## src/hw/rtl/mwds_pkg.sv

```systemverilog
// ----------------------------------------------------------------------------
// mwds_pkg: shared types and constants of the dependency scheduler
// Command and result codes, payload structs, controller interface structs.
// ----------------------------------------------------------------------------
package mwds_pkg;

	localparam int NumTasks   = 26;
	localparam int NumWorkers = 5;
	localparam int TaskW      = 5;
	localparam int WorkerW    = 3;
	localparam int RemW       = 9;
	localparam int TimeW      = 16;

	typedef enum logic [1:0] {
		CMD_ADD   = 2'd0,
		CMD_RUN   = 2'd1,
		CMD_CLEAR = 2'd2,
		CMD_NONE  = 2'd3
	} cmd_t;

	typedef enum logic [1:0] {
		KIND_DONE     = 2'd0,
		KIND_FINISHED = 2'd1,
		KIND_DEADLOCK = 2'd2
	} kind_t;

	localparam logic CFG_BASE    = 1'b0;
	localparam logic CFG_WORKERS = 1'b1;

	typedef struct packed {
		logic [1:0]       cmd;
		logic [TaskW-1:0] before_task;
		logic [TaskW-1:0] after_task;
	} request_t;

	typedef struct packed {
		logic [1:0]       kind;
		logic [TaskW-1:0] task_index;
		logic [TimeW-1:0] finish_time;
		logic             last;
	} result_t;

	// controller -> datapath
	typedef struct packed {
		logic load_req;   // capture request, handle add/clear
		logic run_init;   // start a run
		logic dec;        // count down busy workers
		logic retire;     // retire worker wsel if done
		logic assign_w;   // assign a ready task to worker wsel if free
		logic tick_inc;   // advance tick
		logic emit_end;   // emit finish or deadlock
		logic [WorkerW-1:0] wsel;
	} ctrl_t;

	// datapath -> controller
	typedef struct packed {
		logic is_run;
		logic left_zero;
		logic any_busy;
		logic [WorkerW-1:0] nw_last;
	} stat_t;

endpackage

```

## src/hw/rtl/mwds_ctrl.sv

```systemverilog
// ----------------------------------------------------------------------------
// mwds_ctrl: scheduler sequencer
// Steps through decrement, per-worker retire, per-worker assign and check each tick.
// ----------------------------------------------------------------------------
module mwds_ctrl (
	input  logic             clk,
	input  logic             arst_n,
	input  logic             start,
	output logic             busy,
	input  mwds_pkg::stat_t  stat,
	output mwds_pkg::ctrl_t  ctrl
);

	typedef enum logic [5:0] {
		ST_IDLE   = 6'b000001,
		ST_DECODE = 6'b000010,
		ST_DEC    = 6'b000100,
		ST_RET    = 6'b001000,
		ST_ASG    = 6'b010000,
		ST_CHECK  = 6'b100000
	} state_t;

	state_t state_q;
	logic [mwds_pkg::WorkerW-1:0] w_q;

	assign busy = (state_q != ST_IDLE);

	always_comb begin
		ctrl = '0;
		ctrl.wsel = w_q;
		ctrl.load_req = (state_q == ST_IDLE) && start;
		unique case (state_q)
			ST_DECODE: ctrl.run_init = stat.is_run;
			ST_DEC:    ctrl.dec = 1'b1;
			ST_RET:    ctrl.retire = 1'b1;
			ST_ASG:    ctrl.assign_w = 1'b1;
			ST_CHECK: begin
				ctrl.emit_end = stat.left_zero || !stat.any_busy;
				ctrl.tick_inc = !ctrl.emit_end;
			end
			default: ;
		endcase
	end

	always_ff @(posedge clk or negedge arst_n) begin
		if (!arst_n) begin
			state_q <= ST_IDLE;
			w_q     <= '0;
		end else begin
			unique case (state_q)
				ST_IDLE:   if (start) state_q <= ST_DECODE;
				ST_DECODE: state_q <= stat.is_run ? ST_DEC : ST_IDLE;
				ST_DEC: begin
					w_q     <= '0;
					state_q <= ST_RET;
				end
				ST_RET: begin
					if (w_q == stat.nw_last) begin
						w_q     <= '0;
						state_q <= stat.left_zero ? ST_CHECK : ST_ASG;
					end else begin
						w_q <= w_q + 1'b1;
					end
				end
				ST_ASG: begin
					if (w_q == stat.nw_last) state_q <= ST_CHECK;
					else w_q <= w_q + 1'b1;
				end
				ST_CHECK: state_q <= ctrl.emit_end ? ST_IDLE : ST_DEC;
				default:  state_q <= ST_IDLE;
			endcase
		end
	end

endmodule

```

## src/hw/rtl/mwds_datapath.sv

```systemverilog
// ----------------------------------------------------------------------------
// mwds_datapath: edge store, worker registers and ready search
// Holds the successor matrix, pending counts and run state.
// ----------------------------------------------------------------------------
module mwds_datapath (
	input  logic               clk,
	input  logic               arst_n,
	input  mwds_pkg::request_t request,
	input  logic               cfg_we,
	input  logic               cfg_index,
	input  logic [7:0]         cfg_data,
	input  mwds_pkg::ctrl_t    ctrl,
	output mwds_pkg::stat_t    stat,
	output logic               result_valid,
	output mwds_pkg::result_t  result
);

	localparam int NT = mwds_pkg::NumTasks;
	localparam int NW = mwds_pkg::NumWorkers;
	localparam int TW = mwds_pkg::TaskW;

	logic [NT-1:0] succ_q [NT];
	logic [TW-1:0] pend_q [NT];
	logic [TW-1:0] work_q [NT];
	logic [NT-1:0] started_q;
	logic [TW-1:0] wtask_q [NW];
	logic [NW-1:0] wbusy_q;
	logic [mwds_pkg::RemW-1:0] wrem_q [NW];
	logic [mwds_pkg::TimeW-1:0] tick_q;
	logic [TW-1:0] left_q;
	logic [7:0] base_q;
	logic [2:0] nwcfg_q;
	logic [1:0] cmd_q;
	logic [mwds_pkg::WorkerW-1:0] nw_last;

	logic          rdy_found;
	logic [TW-1:0] rdy_idx;
	logic [NT-1:0] row_sel;
	logic          ret_hit;

	always_comb begin
		if (nwcfg_q == 3'd0) nw_last = '0;
		else if (nwcfg_q > 3'(NW)) nw_last = 3'(NW - 1);
		else nw_last = nwcfg_q - 3'd1;
	end

	always_comb begin
		rdy_found = 1'b0;
		rdy_idx   = '0;
		for (int t = NT - 1; t >= 0; t--) begin
			if (!started_q[t] && work_q[t] == '0) begin
				rdy_found = 1'b1;
				rdy_idx   = TW'(t);
			end
		end
	end

	assign ret_hit = ctrl.retire && wbusy_q[ctrl.wsel] && wrem_q[ctrl.wsel] == '0;
	assign row_sel = succ_q[wtask_q[ctrl.wsel]];

	assign stat.is_run    = (cmd_q == mwds_pkg::CMD_RUN);
	assign stat.left_zero = (left_q == '0);
	assign stat.any_busy  = |wbusy_q;
	assign stat.nw_last   = nw_last;

	always_ff @(posedge clk or negedge arst_n) begin
		if (!arst_n) begin
			for (int t = 0; t < NT; t++) begin
				succ_q[t] <= '0;
				pend_q[t] <= '0;
				work_q[t] <= '0;
			end
			for (int w = 0; w < NW; w++) begin
				wtask_q[w] <= '0;
				wrem_q[w]  <= '0;
			end
			started_q    <= '0;
			wbusy_q      <= '0;
			tick_q       <= '0;
			left_q       <= '0;
			base_q       <= 8'd60;
			nwcfg_q      <= 3'd5;
			cmd_q        <= '0;
			result_valid <= 1'b0;
			result       <= '0;
		end else begin
			result_valid <= ret_hit || ctrl.emit_end;
			if (cfg_we) begin
				if (cfg_index == mwds_pkg::CFG_BASE) base_q <= cfg_data;
				else nwcfg_q <= cfg_data[2:0];
			end
			if (ctrl.load_req) begin
				cmd_q <= request.cmd;
				if (request.cmd == mwds_pkg::CMD_ADD) begin
					if (request.before_task < TW'(NT) && request.after_task < TW'(NT)
						&& !succ_q[request.before_task][request.after_task]) begin
						succ_q[request.before_task][request.after_task] <= 1'b1;
						pend_q[request.after_task] <= pend_q[request.after_task] + 1'b1;
					end
				end else if (request.cmd == mwds_pkg::CMD_CLEAR) begin
					for (int t = 0; t < NT; t++) begin
						succ_q[t] <= '0;
						pend_q[t] <= '0;
					end
				end
			end
			if (ctrl.run_init) begin
				for (int t = 0; t < NT; t++) work_q[t] <= pend_q[t];
				started_q <= '0;
				wbusy_q   <= '0;
				for (int w = 0; w < NW; w++) begin
					wtask_q[w] <= '0;
					wrem_q[w]  <= '0;
				end
				tick_q <= '0;
				left_q <= TW'(NT);
			end
			if (ctrl.dec) begin
				for (int w = 0; w < NW; w++)
					if (3'(w) <= nw_last && wbusy_q[w] && wrem_q[w] != '0)
						wrem_q[w] <= wrem_q[w] - 1'b1;
			end
			if (ret_hit) begin
				for (int t = 0; t < NT; t++)
					if (row_sel[t] && work_q[t] != '0) work_q[t] <= work_q[t] - 1'b1;
				wbusy_q[ctrl.wsel] <= 1'b0;
				if (left_q != '0) left_q <= left_q - 1'b1;
				result <= {mwds_pkg::KIND_DONE, wtask_q[ctrl.wsel], tick_q, 1'b0};
			end
			if (ctrl.assign_w && !wbusy_q[ctrl.wsel] && rdy_found) begin
				started_q[rdy_idx]  <= 1'b1;
				wtask_q[ctrl.wsel]  <= rdy_idx;
				wbusy_q[ctrl.wsel]  <= 1'b1;
				wrem_q[ctrl.wsel]   <= {1'b0, base_q} + 9'd1 + {4'd0, rdy_idx};
			end
			if (ctrl.tick_inc) tick_q <= tick_q + 1'b1;
			if (ctrl.emit_end) begin
				result <= {(left_q == '0) ? mwds_pkg::KIND_FINISHED : mwds_pkg::KIND_DEADLOCK,
					TW'(0), tick_q, 1'b1};
			end
		end
	end

endmodule

```

## src/hw/rtl/multi_worker_dependency_scheduler_top.sv

```systemverilog
// ----------------------------------------------------------------------------
// multi_worker_dependency_scheduler_top: task scheduler over loaded edges
// Usage:
//   A request is taken when start is high and busy is low. Add edge and
//   clear requests update the edge store and hold busy high for one cycle.
//   A run request simulates the workers tick by tick: each tick steps
//   through decrement, retire pass, assign pass and check over the
//   enabled workers, the retire and assign passes walking the workers
//   one per cycle. The closing result is registered from the check step
//   and appears in the cycle after the last one with busy high.
//   Every completion appears on result with result_valid high for one
//   cycle; the run ends with a finished or deadlock result with last set.
//   Results cannot be stalled; the receiver must take each one.
//   Configuration writes (cfg_we, cfg_index, cfg_data) take effect at once
//   and are to be made while busy is low.
//   Reset clears edges, counts and worker state; base is 60, workers 5.
// ----------------------------------------------------------------------------
module multi_worker_dependency_scheduler_top (
	input  logic               clk,
	input  logic               arst_n,
	input  logic               start,
	output logic               busy,
	input  mwds_pkg::request_t request,
	input  logic               cfg_we,
	input  logic               cfg_index,
	input  logic [7:0]         cfg_data,
	output logic               result_valid,
	output mwds_pkg::result_t  result
);

	mwds_pkg::ctrl_t ctrl;
	mwds_pkg::stat_t stat;

	mwds_ctrl u_ctrl (
		.clk    (clk),
		.arst_n (arst_n),
		.start  (start),
		.busy   (busy),
		.stat   (stat),
		.ctrl   (ctrl)
	);

	mwds_datapath u_dp (
		.clk          (clk),
		.arst_n       (arst_n),
		.request      (request),
		.cfg_we       (cfg_we),
		.cfg_index    (cfg_index),
		.cfg_data     (cfg_data),
		.ctrl         (ctrl),
		.stat         (stat),
		.result_valid (result_valid),
		.result       (result)
	);

endmodule

```

## config.mk

```make
export PLATFORM = sky130hd
export DESIGN_NAME = multi_worker_dependency_scheduler_top
export DESIGN_NICKNAME = d
export VERILOG_FILES = /design/src/hw/rtl/mwds_pkg.sv /design/src/hw/rtl/mwds_ctrl.sv /design/src/hw/rtl/mwds_datapath.sv /design/src/hw/rtl/multi_worker_dependency_scheduler_top.sv
export SDC_FILE = /design/constraint.sdc
export NUM_CORES = 2
export LEC_CHECK = 0
export BUFFER_PORTS_ARGS = -buffer_cell sky130_fd_sc_hd__buf_4
export CELL_PAD_IN_SITES_DETAIL_PLACEMENT = 0
export CELL_PAD_IN_SITES_GLOBAL_PLACEMENT = 1
export CORE_UTILIZATION = 35
export CTS_BUF_LIST = sky130_fd_sc_hd__clkbuf_4 sky130_fd_sc_hd__clkbuf_8
export DETAILED_ROUTE_END_ITERATION = 10
export HOLD_SLACK_MARGIN = 0.06
export PLACE_DENSITY = 0.57
export SETUP_SLACK_MARGIN = 0.15
export SYNTH_ARGS = -nofsm -noshare
export SYNTH_HDL_FRONTEND = slang
export SYNTH_HIERARCHICAL = 1
export SYNTH_SLANG_ARGS = --single-unit
```

## constraint.sdc

```tcl
create_clock -name clk -period 7.7 [get_ports clk]
set_input_delay 0.77 -clock clk [delete_from_list [all_inputs] [get_ports clk]]
set_output_delay 0.77 -clock clk [all_outputs]
set_load 0.1 [all_outputs]
```

[After elaboration in Yosys (flattened, before gate mapping)]
Cells that the tools add are included.
Word-level totals
  bits in registers: 1105
  word-level logic and storage cells: 527
Operators by class
  $add $sub $neg: 38
  order comparisons: 21
  equality and inequality tests: 15
  multiplexer cells: 162
  bitwise logic cells: 10
  reduce and logical (&&, ||, !) cells: 179
Operators by type and width (number)
  $mux W676: 3
  $or A676 B676 Y676: 1
  $mux W130: 5
  $mux W5: 64
  $bmux W26 S5: 2
  $mux W26: 7
  $logic_not A5 Y1: 27
  $mux W45: 3
  $reduce_bool A5 Y1: 27
  $sub A5 B1 Y5 const B: 27
  $bwmux W130: 1
  $demux W26 S5: 1
  $logic_and A1 B1 Y1: 75
  $mux W9: 8
  $mux W25: 2
  $mux W24: 2
  $bwmux W45: 1
  $reduce_bool A9 Y1: 5
  $sub A9 B1 Y9 const B: 5
  $pmux W6 S6: 1
  $mux W1: 35
  $mux W16: 2
  $logic_not A1 Y1: 30
  $bmux W9 S3: 1
  other kinds (61): 90

[Longest topological paths before layout]
  depth after elaboration: 34
  mapped depth: 20
  gate-level depth less buffers: 19

[Modules after synthesis]
The synthesis kept the hierarchy.
Modules (own cells, without submodules)
  mwds_datapath: times used 1, cells each 6153, area each 59499.6 um^2, seq. area each 27433.8 um^2
  mwds_ctrl: times used 1, cells each 78, area each 698.2 um^2, seq. area each 226.5 um^2

[Least setup slack after synthesis]
No wires, ideal clock.
  path type: register -> register
  start: reg u_dp/work_q[20] (netlist name)
  end: reg u_dp/wrem_q[16] (netlist name)
  setup time: 82 ps
  data arrival time: 4236 ps
  data required time: 7618 ps
  slack: 3382 ps
  stages on the path, launching flop included: 20
  buffers on the path: 0
  cell sequence: dfrtp_1 inv_1 ha_1 or4b_2 or2_2 a31oi_1 nor2_1 o311ai_0 a21oi_1 o31ai_1 inv_1 ha_1 a21o_1 a21o_1 a21o_1 a21o_1 nand3_1 xnor2_1 nor2_1 a31oi_1
On the way
  word-level cells in the longest chain between the ends: 27
  elaborated cells between the ends (all ways): 50
  classes of those cells: add/sub: 1; mux: 46; reduce/logical: 3
RTL lines
  start, declared: line mwds_datapath.sv:24  | logic [TW-1:0] work_q [NT];
  start signal, assigned by index: line mwds_datapath.sv:71  | work_q[t] <= '0;
  $logic_not A5 Y1 (*): line mwds_datapath.sv:51  | if (!started_q[t] && work_q[t] == '0) begin
  $logic_and A1 B1 Y1 (*): line mwds_datapath.sv:51
  $mux W5 (22 in series): line mwds_datapath.sv:51
  $add A9 B5 Y9: line mwds_datapath.sv:134  | wrem_q[ctrl.wsel] <= {1'b0, base_q} + 9'd1 + {4'd0, rdy_idx};
  $bwmux W45: line mwds_datapath.sv:134
  $mux W45 (*): line mwds_datapath.sv:130  | if (ctrl.assign_w && !wbusy_q[ctrl.wsel] && rdy_found) begin
  end signal, assigned by index: line mwds_datapath.sv:121  | wrem_q[w] <= wrem_q[w] - 1'b1;
  end signal, assigned by index: line mwds_datapath.sv:134
  end, declared: line mwds_datapath.sv:28  | logic [mwds_pkg::RemW-1:0] wrem_q [NW];
Every way passes the cells marked *; elsewhere a longest branch is shown, timed or not.
A chain may end at the register's enable or synchronous reset.

[Final worst setup path]
  start: reg u_ctrl/w_q[0] (netlist name)
  end: reg u_dp/work_q[39] (netlist name)
On the way
  word-level cells in the longest chain between the ends: 11
  elaborated cells between the ends (all ways): 19
  classes of those cells: mux: 13; bitwise: 2; reduce/logical: 4
RTL lines
  start, declared: line mwds_ctrl.sv:24  | logic [mwds_pkg::WorkerW-1:0] w_q;
  start signal, assigned: line mwds_ctrl.sv:62  | w_q <= w_q + 1'b1;
  start signal, assigned: line mwds_ctrl.sv:67  | else w_q <= w_q + 1'b1;
  $not A3 Y4 (not written as such): line mwds_datapath.sv:58, mwds_datapath.sv:59
  $bmux W5 S3: line mwds_datapath.sv:59  | assign row_sel = succ_q[wtask_q[ctrl.wsel]];
  $mux W5 (not written as such) (2 in series): line mwds_datapath.sv:59
  $not A5 Y6 (not written as such): line mwds_datapath.sv:59
  $bmux W26 S5: line mwds_datapath.sv:59
  $mux W26 (not written as such) (2 in series): line mwds_datapath.sv:59
  $logic_and A1 B1 Y1: line mwds_datapath.sv:125  | if (row_sel[t] && work_q[t] != '0) work_q[t] <= work_q[t] - 1'b1;
  $mux W5: line mwds_datapath.sv:125
  $mux W130 (*): line mwds_datapath.sv:123  | if (ret_hit) begin
Every way passes the cells marked *; elsewhere a longest branch is shown, timed or not. The select of a mux whose other input is x is not followed.

==> impl_metrics.toml <==
[finish]
layout.cells.non_filler = 8619
syn2layout_area_growth_pct = 13.4
fin_area_um2 = 68200
nets = 6298
nFillCells = 16900
drive_gt1_share_pct = 15.8

[global_routing]
grt_first_pass_wirelength_um = 382000
grt_usage_pct = 29.9
grt_pass1_vias = 51300
overflow = 0
grt_max_degree = 240
antenna_found_initial = 10

[worst_setup_path]
end_kind = "register"
worst_setup_path_start_kind = "register"
worst-path-max-fanout = 22
reg2reg_slack_ns = 1.73
worst-setup-path-type = "register to register"
cp.arrival_ns = 6.79
r2r_start = "u_ctrl/w_q[0]"
rr_endpoint = "u_dp/work_q[39]"
rr_worst_depth = 11
critPathRequiredTime_ns = 8.52

[placement]
pre_cts_slack_ns = 1.38
place_area_um2 = 63400
place_congestion = 0.946
placedCellCount = 8220
hpwlAfterDp_um = 177000
io_buffer_count = 50

[clock_tree]
cts_root_buf = "clkbuf_8"
ctsLongestPathBuffers = 3
cts-buffers-inserted = 208
cts_htree_levels = 4
cts-resized-gates = 0
clkTransAtPathRegs_ns = 0.06
cts_num_sinks = 1105
cts_setup_buffers = 0
clk_latency_ns = 1.02
cts_tree = "done"
ctsHoldBuffers = 11

[die]
die_x_um = 417
num_io_pins = 51
die_h_um = 417
rows = 151
die_area_um2 = 174000
coreArea_um2 = 170000
initial_core_util_pct = 35.4

[route]
m1WireLength_um = 116000
drc = 0
routed_wl_um = 263000
top_layer_used = "met5"
drt_pre_antenna_iters = 8
viasPerCell = 6.24
num_vias = 53700
wl_met3_um = 22900
dr_wl_met2_um = 114000
antenna_left = 0
wire_per_inst_um = 30.6
first_iter_violations = 6522

[synthesis]
synth-edff-count = 0
synth.avg_cell_area_um2 = 9.66
yosys-top-cells-area = "dfrtp_1 (46%), nand2_1 (7.1%), mux4_2 (5.5%), mux2i_1 (4.0%), o21ai_1 (3.3%)"
synth_xor_area_share_pct = 0.247
synth_area_um2 = 60200
synth_top_family_by_area = "compound AO/OA/AOI/OAI gates"
yosysWarnings = 6
ys.flop_type = "dfrtp_1"
synth.top_cells.by_count = "nand2_1 (1,145), dfrtp_1 (1,098), o21ai_1 (400)"
synthesis.nets = 6306
synth_fa_ha_area_share_pct = 1.05
yosysMostFrequentCell = "nand2_1"
synth_cell_types = 100
synth_seq_cells = 1105
synth_top_area_share_pct = 45.6
synthSimpleGateAreaFrac_pct = 16.2
synth_compound_area_share_pct = 21.3
synthMuxAreaShare_pct = 11.1
yosys.area.top_type = "dfrtp_1"
synthCells = 6231
synthArstFlopShare_pct = 100
synth-seq-area-share_pct = 45.9

[sta]
period_share_pct = 77.5
fmax_mhz = 168
setup-tns-final_ns = 0
rsz0062_at_grt = "no"
fin_crit_ns = 5.97
finClkSkew_ns = 0.0860
timing_hold_violations_final = 0
max_slew.worst_pin.slew_ns = 1.33
slew_headroom_pct = 11.3
fin_ws_ns = 1.73
finalSetupViolCount = 0
drv_slew = 0
hold_ws_ns = 0.173

[hold_path]
hp-start = "request[11]"
hold_class = "input port to register"
whs_endpoint = "u_dp/cmd_q[1]"
min_path_cells = 2

[pwr]
powerDensity_nw_per_um2 = 206
p_int_w = 0.0100
irDropWorstVdd_uv = 156
clkPwrFrac_pct = 46.3
switching_share_pct = 28.9
combPwrFrac_pct = 11.0
seqPwrFrac_pct = 42.7
power.net_switching_w = 0.00407
power.leakage_nw = 28.3

[job]
maxCapViolCount = 0

[status]
status = "complete, no violations"
[state kept, by name, indices dropped and copies added (netlist names)]
signal             cells
u_dp/cmd_q             2
u_dp/left_q            5
u_dp/tick_q           16
u_ctrl/state_q         6
u_dp/wtask_q          25
u_dp/base_q            8
u_dp/pend_q          130
u_dp/succ_q          676
u_dp/work_q          130
u_dp/result_valid      1
u_dp/started_q        26
u_dp/nwcfg_q           3
u_ctrl/w_q             3
u_dp/result           24
u_dp/wbusy_q           5
u_dp/wrem_q           45
[worst max path at each step]
stage | startpoint | endpoint | slack [ns]
after floorplan | u_dp/work_q[20] | u_dp/wrem_q[16] | 3.38
after global placement | request[5] | u_dp/succ_q[279] | 1.40
after detailed placement | request[5] | u_dp/succ_q[278] | 1.38
after CTS | u_ctrl/w_q[0] | u_dp/work_q[39] | 2.08
after global routing | u_ctrl/w_q[0] | u_dp/work_q[57] | 1.65
final | u_ctrl/w_q[0] | u_dp/work_q[39] | 1.73
[per-layer routing]
| layer | GRT usage [%] | vias up |
|---|---|---|
| met4 | 11.7 | 2 |
| met2 | 44.1 | 2526 |
| li1 | - | 23200 |
| met5 | 0 | - |
| met3 | 6.30 | 515 |
| met1 | 42.6 | 27600 |
[kinds of logic after synthesis]
| logic type | Yosys count |
|---|---|
| compound gates | 1897 |
| xor+xnor | 17 |
| fa+ha+maj | 50 |
| buf+inv | 585 |
| flops | 1105 |
| mux | 475 |
| simple gates | 2102 |
[worst max-delay path, cell delays in order, from the launching register on]
cell and delay [ns]:
dfrtp_1 0.61, buf_4 0.39, mux2_2 0.40, a21oi_4 0.62, nor4bb_4 0.32, buf_4 0.32, nand2_1 0.73, nor3_2 1.30
a32oi_1 0.28, o21ai_0 0.48, mux2i_1 0.17, o2bb2ai_1 0.16
[layout make-up]
type,count,area [um^2],share of cell area (%)
clock inverters,38,433,0.634
multi-input cells,4541,30300,44.5
flip-flops and latches,1105,27700,40.5
clock buffers,345,4290,6.29
inverters,104,393,0.576
diodes,5,12.5,0.0183
well taps,2218,2780,4.07
repair buffers,263,2340,3.42
[cells in the final DEF, fill, tap and decap left out, types with 47 or more instances in the layout]
cell       instances
nor2_1           205
o21ai_0          333
mux2i_1          243
clkbuf_8         273
and3_1            78
a21o_1            47
mux4_2           146
buf_4            224
a21oi_1          141
mux2_2            86
o22ai_1           70
nand3_1          138
ha_1              49
nand2_1         1141
nor2b_1           47
dfrtp_1         1098
inv_1            100
clkbuf_4          73
nor3_1           140
a32oi_1           71
o21ai_1          399
a211oi_1         112
o2bb2ai_1        110
a22o_1           171
[per-stage QoR]
step                      util [%]  total power, W
after floorplan                  -         0.00697
after global placement        37.3         0.00764
after detailed placement      37.3         0.00765
after CTS                     40.1          0.0142
after global routing          40.1          0.0146
final                         40.1          0.0141
[power by group through the flow]
stage / clock network (W) / registers [W] / logic (W)
after CTS: 0.00666 / 0.00601 / 0.00154
after detailed placement: 0 / 0.00611 / 0.00154
after global placement: 0 / 0.00611 / 0.00153
after floorplan: 0 / 0.00609 / 0.000871
final: 0.00652 / 0.00601 / 0.00154
after global routing: 0.00690 / 0.00602 / 0.00166
(Power assumes the default switching activity.)
